### src/sv/gnta_pkg.sv
package gnta_pkg;

  localparam int unsigned DT_SCALE = 1000000;
  localparam int unsigned DT_HALF = 500000;
  localparam int unsigned REM_W = 20;

  localparam logic [1:0] ST_FRAME = 2'd0;
  localparam logic [1:0] ST_UPDATE = 2'd1;
  localparam logic [1:0] ST_CREATE = 2'd2;
  localparam logic [1:0] ST_DROP = 2'd3;

  typedef struct packed {
    logic start;
    logic short_mode;
  } div_req_t;

endpackage

### src/sv/gnta_div.sv
module gnta_div (
  input  logic              clk,
  input  logic              rst_n,
  input  gnta_pkg::div_req_t req,
  input  logic [63:0]       num,
  output logic              done,
  output logic [63:0]       quot,
  output logic [gnta_pkg::REM_W-1:0] rem
);
  import gnta_pkg::*;

  // Twelve quotient bits per step: the partial dividend is below 2^32 and is
  // divided by a reciprocal multiplication, exact over that range.
  localparam logic [32:0] RECIP = 33'd4503599628;

  logic             busy_r, busy_nxt;
  logic             phase_r, phase_nxt;
  logic [2:0]       cnt_r, cnt_nxt;
  logic [REM_W-1:0] rem_r, rem_nxt;
  logic [71:0]      sh_r, sh_nxt;
  logic [63:0]      prod_r, prod_nxt;
  logic [31:0]      part;
  logic [11:0]      digit;
  logic [31:0]      rem_wide;

  always_comb begin
    busy_nxt = busy_r;
    phase_nxt = phase_r;
    cnt_nxt = cnt_r;
    rem_nxt = rem_r;
    sh_nxt = sh_r;
    prod_nxt = prod_r;
    part = {rem_r, sh_r[71:60]};
    digit = prod_r[63:52];
    rem_wide = part - 32'(digit) * 32'(DT_SCALE);
    if (req.start) begin
      busy_nxt = 1'b1;
      phase_nxt = 1'b0;
      rem_nxt = '0;
      if (req.short_mode) begin
        sh_nxt = {num[59:0], 12'd0};
        cnt_nxt = 3'd5;
      end else begin
        sh_nxt = {8'd0, num};
        cnt_nxt = 3'd6;
      end
    end else if (busy_r) begin
      if (!phase_r) begin
        prod_nxt = 64'(part) * 64'(RECIP);
        phase_nxt = 1'b1;
      end else begin
        rem_nxt = rem_wide[REM_W-1:0];
        sh_nxt = {sh_r[59:0], digit};
        cnt_nxt = cnt_r - 3'd1;
        phase_nxt = 1'b0;
        if (cnt_r == 3'd1) begin
          busy_nxt = 1'b0;
        end
      end
    end
  end

  always_ff @(posedge clk) begin
    if (!rst_n) begin
      busy_r <= 1'b0;
      phase_r <= 1'b0;
      cnt_r <= '0;
    end else begin
      busy_r <= busy_nxt;
      phase_r <= phase_nxt;
      cnt_r <= cnt_nxt;
    end
    rem_r <= rem_nxt;
    sh_r <= sh_nxt;
    prod_r <= prod_nxt;
  end

  assign done = !busy_r;
  assign quot = sh_r[63:0];
  assign rem = rem_r;

endmodule

### config.mk
export PLATFORM = sky130hd
export DESIGN_NAME = gnta_div
export DESIGN_NICKNAME = d
export VERILOG_FILES = /design/src/sv/gnta_pkg.sv /design/src/sv/gnta_div.sv
export SDC_FILE = /design/constraint.sdc
export NUM_CORES = 1
export LEC_CHECK = 0
export BUFFER_PORTS_ARGS = -buffer_cell sky130_fd_sc_hd__buf_2
export CAP_MARGIN = 20
export CORE_MARGIN = 1.5
export CORE_UTILIZATION = 65
export DETAILED_ROUTE_END_ITERATION = 8
export PLACE_DENSITY = 0.9
export SLEW_MARGIN = 20
export SYNTH_ARGS = -nofsm -noshare
export SYNTH_HDL_FRONTEND = slang
export SYNTH_SLANG_ARGS = --single-unit
### constraint.sdc
create_clock -name clk -period 12.8 [get_ports clk]
set_clock_uncertainty 0.15 [all_clocks]
set_input_delay 0 -clock clk [delete_from_list [all_inputs] [get_ports clk]]
set_output_delay 0 -clock clk [all_outputs]
set_load 0.1 [all_outputs]
After elaboration in Yosys (flattened, before gate mapping). Cells that the tools add are included.

$add $sub $neg: 2. Multiply operators: 2. Equal/unequal tests: 1. Muxes and demuxes: 13. Bitwise logic cells: 3. Reductions and logical operators: 7.

Operators by type and width (count): $mux 72 (4); $mul 32x31->62 const B (1); $sub 20x20->20 (1); $mul 12x14->14 const B (1); $mux 3 (3); $mux 1 (5); $reduce_and 2->1 (2); $reduce_bool 2->1 (2); $eq 3x1->1 const B (1); $not 1->1 (3); $reduce_and 3->1 (1); $sub 3x1->3 const B (1); $mux 2 (1); $reduce_or 2->1 (1); $logic_not 1->1 (1).

Register bits after elaboration: 159. Input bits: 68. Output and inout bits: 85. Logic and storage cells: 34.

Longest topological paths before layout.
Word-level depth: 5. Mapped depth: 24. Mapped depth without buffers: 24.

Least setup slack after synthesis. OpenSTA, ideal clock, no wires.

Path kind: register to register. From: register rem_r[8] (netlist: rem[8]). To: register prod_r[55], data pin. Setup time: 260 ps. Arrival time: 7156 ps. Required time: 12390 ps. Setup slack: 5235 ps. Stages on the path, launching flop included: 25. Buffers on the path: 0. Clock period less this slack: 7565 ps. Cell sequence: dfxtp_1 inv_1 fa_1 inv_1 fa_1 inv_1 fa_1 fa_1 inv_1 fa_1 fa_1 fa_1 inv_1 fa_1 inv_1 ha_1 a21o_1 a21o_1 a21o_1 a21oi_1 o211ai_1 a31oi_1 o31ai_1 a31oi_1 xnor2_1.

Longest elaborated chain between the ends: 1.

RTL lines: start: declaration (line gnta_div.sv:19) `logic [REM_W-1:0] rem_r, rem_nxt;`; start signal: assignment (line gnta_div.sv:73) `rem_r <= rem_nxt;`; $mul 32x31->62 (line gnta_div.sv:49) `prod_nxt = 64'(part) * 64'(RECIP);`; end signal: assignment (line gnta_div.sv:75) `prod_r <= prod_nxt;`; end: declaration (line gnta_div.sv:21) `logic [63:0] prod_r, prod_nxt;`.

Every way passes these cells. A chain may end at the register's enable or synchronous reset.

Worst setup path after layout.
From: register rem_r[2] (netlist: rem[2]). To: register prod_r[63], data pin.

Same word-level chain as after synthesis.

==> results.cfg <==
[outcome]
outcome = completed

[hold_path]
worst_hold_startpoint = num[15]
hold_depth = 3
hold_path.class = in2reg

[route]
drtPass1Iterations = 7
wl_per_cell_um = 23.12
wl_met1_um = 22630
drc = 0
top_layer_used = met5
wl_met2_um = 29910
vias_per_cell = 6.117
dr_wl_met3_um = 6445
drtAntennaViolNets = 0
routed_wirelength_um = 63110
vias = 16690
drt_iter0_markers = 1671

[logic_synthesis]
netlist.area_leader.share_pct = 34.14
yosysMostFrequentCell = inv_1
yosys_warnings = 0
syn_avg_cell_area_um2 = 10.42
ys.flop_type = edfxtp_1
async_reset_ff_share_pct = 0
synthCells = 2122
yosysTopAreaCell = fa_1
yosys-top-cells-count = inv_1, ha_1, fa_1
synthTopCellsByArea = fa_1, ha_1, edfxtp_1
synth-seq-cells = 109
synth_area_um2 = 22110
synth.net_count = 2984
synth_edf_count = 84
yosysUniqueCellTypes = 57
synth_seq_area_share_pct = 13.67

[layout]
syn_to_final_growth_pct = 8.460
diodes = 0
drive_above_1_share_pct = 8.637
instances_no_fill = 2729
nets = 3138
filler_cell_count = 2198

[global_routing]
grt_pass1_vias = 18260
grt_pass1_wl_um = 99290
track_usage_pct = 37.03
antenna_found_initial = 1
grt.overflow.total = 0
grt_max_degree = 104

[placed_design]
portBuffers = 152
place.gp.congestion = 1.017
dp_hpwl_um = 49200
dp_cells = 2634

[critical_path]
cp_top_family = adder cells
r2r_start = rem[2]$_SDFFE_PP0P_
slowest_delay_ns = 0.84
cp.depth = 22
crit_type = reg2reg
critPathCaptureType = register
critPathBufInv = 4
arrival_ns = 8.18
critPathLaunchType = register
cp_max_fo = 11
reg2reg_depth = 22
slowest_stage = dfxtp_1
path_cells = inv_1 -> fa_1 -> fa_1 -> fa_1 -> fa_1 -> fa_1 -> inv_1 -> fa_1 -> fa_1 -> inv_1 -> fa_1 -> inv_1 -> ha_1 -> a211oi_1 -> o21ai_0 -> a41oi_1 -> o31ai_1 -> nand2_1 -> nand3_1 -> and2_4 -> a211oi_1 -> a311oi_2
crit_top_cell = fa_1
worstPathRequired_ns = 12.75
critPathLaunch = rem[2]$_SDFFE_PP0P_

[sta]
fin_crit_ns = 8.229
clock.fmax_mhz = 121.5
drv_slew = 0
worstMarginPinSlew_ns = 1.049
setup_violations = 0
finalSetupTns_ns = 0
slew_headroom_pct = 29.97
hold_violations = 0
rsz0062_at_grt = no
period_share_pct = 64.29

[pwr]
power_switching_mw = 2.929
peakVddDrop_mv = 0.2826
seqPwrFrac_pct = 8.6
pwr-share-clk_pct = 5.6
leakage_nw = 12.85
p_per_area_nw_per_um2 = 217.7
power_frac_comb_pct = 85.8
switching_share_pct = 56.11
internal_power_mw = 2.291

[clocking]
clk_path_buf_depth = 2
clock-sinks = 109
cts_tree = yes
root_buffer = clkbuf_16
insertion_delay_ns = 0.37
cts.reportedPaths.clkPinSlew_ns = 0.08
cts_buffers = 9
cts.htree.levels = 3

[floorplan]
io_pins = 153
coreArea_um2 = 33530
dieArea_um2 = 35130
start_util_pct = 65.93
die_x_um = 187.4
dieHeight_um = 187.4
num_rows = 67

[job]
maxCapViolCount = 0
==> area by class of cell <==
cell class	instances	area, um^2	share of cell area, %
Multi-Input combinational cell	1420	16630	69.34
Sequential cell	109	3023	12.61
Inverter	498	1869	7.795
Timing Repair Buffer	238	1607	6.700
Tap cell	448	560.5	2.338
Clock buffer	9	225.2	0.9392
Clock inverter	7	67.56	0.2818
==> cell usage in the layout (no fill, tap or decap), types with 5 or more instances in the layout <==
cell	count
inv_1	498
ha_1	417
fa_1	377
buf_2	151
a21oi_1	110
edfxtp_1	84
dlygate4sd3_1	79
nor2_1	78
nand2_1	74
mux2i_1	53
o21ai_0	47
xnor2_1	33
xor2_1	32
a21o_1	25
dfxtp_1	25
nor2b_1	13
nand2b_1	13
nand3_1	11
and2_1	10
nor3_1	10
nand4_1	10
a211oi_1	10
o21ai_1	9
clkbuf_16	9
or2_2	8
buf_4	8
o21a_1	7
a22oi_1	6
o31ai_1	6
or3_1	6
a31oi_1	5
o211ai_1	5
==> sequential cells by signal, indices dropped and copies added (netlist names) <==
| name | cells |
|---|---|
| cnt_r | 3 |
| rem | 20 |
| busy_r | 1 |
| phase_r | 1 |
| sh_r | 72 |
| prod_r | 12 |
==> metal layers <==
metal  GRT usage, %  vias up
met3          8.161      317
met1          45.89     8267
met5              0        -
met4          20.03        2
li1               -     7064
met2          60.77     1043
==> through the flow <==
| stage | utilization [%] | hold WS, ns | power [mW] | area [um^2] | worst slack (ns) |
|---|---|---|---|---|---|
| floorplan | - | -0.03255 | 3.549 | 22110 | 5.235 |
| detailed placement | 68.28 | 0.1262 | 4.748 | 22900 | 4.731 |
| finish | 71.51 | 0.04972 | 5.220 | 23980 | 4.571 |
| global placement | 68.28 | 0.1134 | 4.477 | 22900 | 4.980 |
| global route | 71.51 | 0.04643 | 5.754 | 23980 | 4.315 |
| CTS | 71.51 | 0.0001503 | 5.120 | 23980 | 4.714 |
==> power by group through the flow <==
stage	clock, mW	sequential, mW	combinational, mW
after global placement	0	0.451	4.03
after global routing	0.300	0.450	5.00
after detailed placement	0	0.453	4.29
final	0.290	0.450	4.48
after CTS	0.281	0.445	4.39
after floorplan	0	0.450	3.10
==> logic make-up (layout without fill, tap and decap cells) <==
| family | after synthesis | after routing | synth area share [%] |
|---|---|---|---|
| adders and majority gates | 794 | 794 | 57.74 |
| buffers and inverters | 593 | 752 | 11.15 |
| AOI/OAI and AO/OA | 254 | 254 | 6.989 |
| and+or+nand+nor | 253 | 253 | 5.422 |
| DFF | 109 | 109 | 13.67 |
| xor gates and xnor gates | 65 | 65 | 2.575 |
| muxes | 54 | 54 | 2.450 |
==> worst min-delay path: stages <==
cell and delay (ns):
buf_2 0.14, mux2i_1 0.15, a21oi_1 0.11
==> what timing repair did <==
item | in CTS | in global routing
gates resized for setup | 0 | 0
hold buffers | 79 | 0
buffers inserted | 0 | 0
endpoints found under the hold margin | 89 | 0
==> path summary, 6_finish.rpt <==
| path | end | slack, ns |
|---|---|---|
| setup / recovery | prod_r[63]$_DFFE_PP_ | 4.57 |
| hold / removal | sh_r[15]$_DFFE_PP_ | 0.05 |
| setup reg to reg | prod_r[63]$_DFFE_PP_ | 4.57 |
| hold reg to reg | cnt_r[2]$_SDFFE_PN0P_ | 0.44 |
Note: power is estimated with default switching activity, not from simulation.
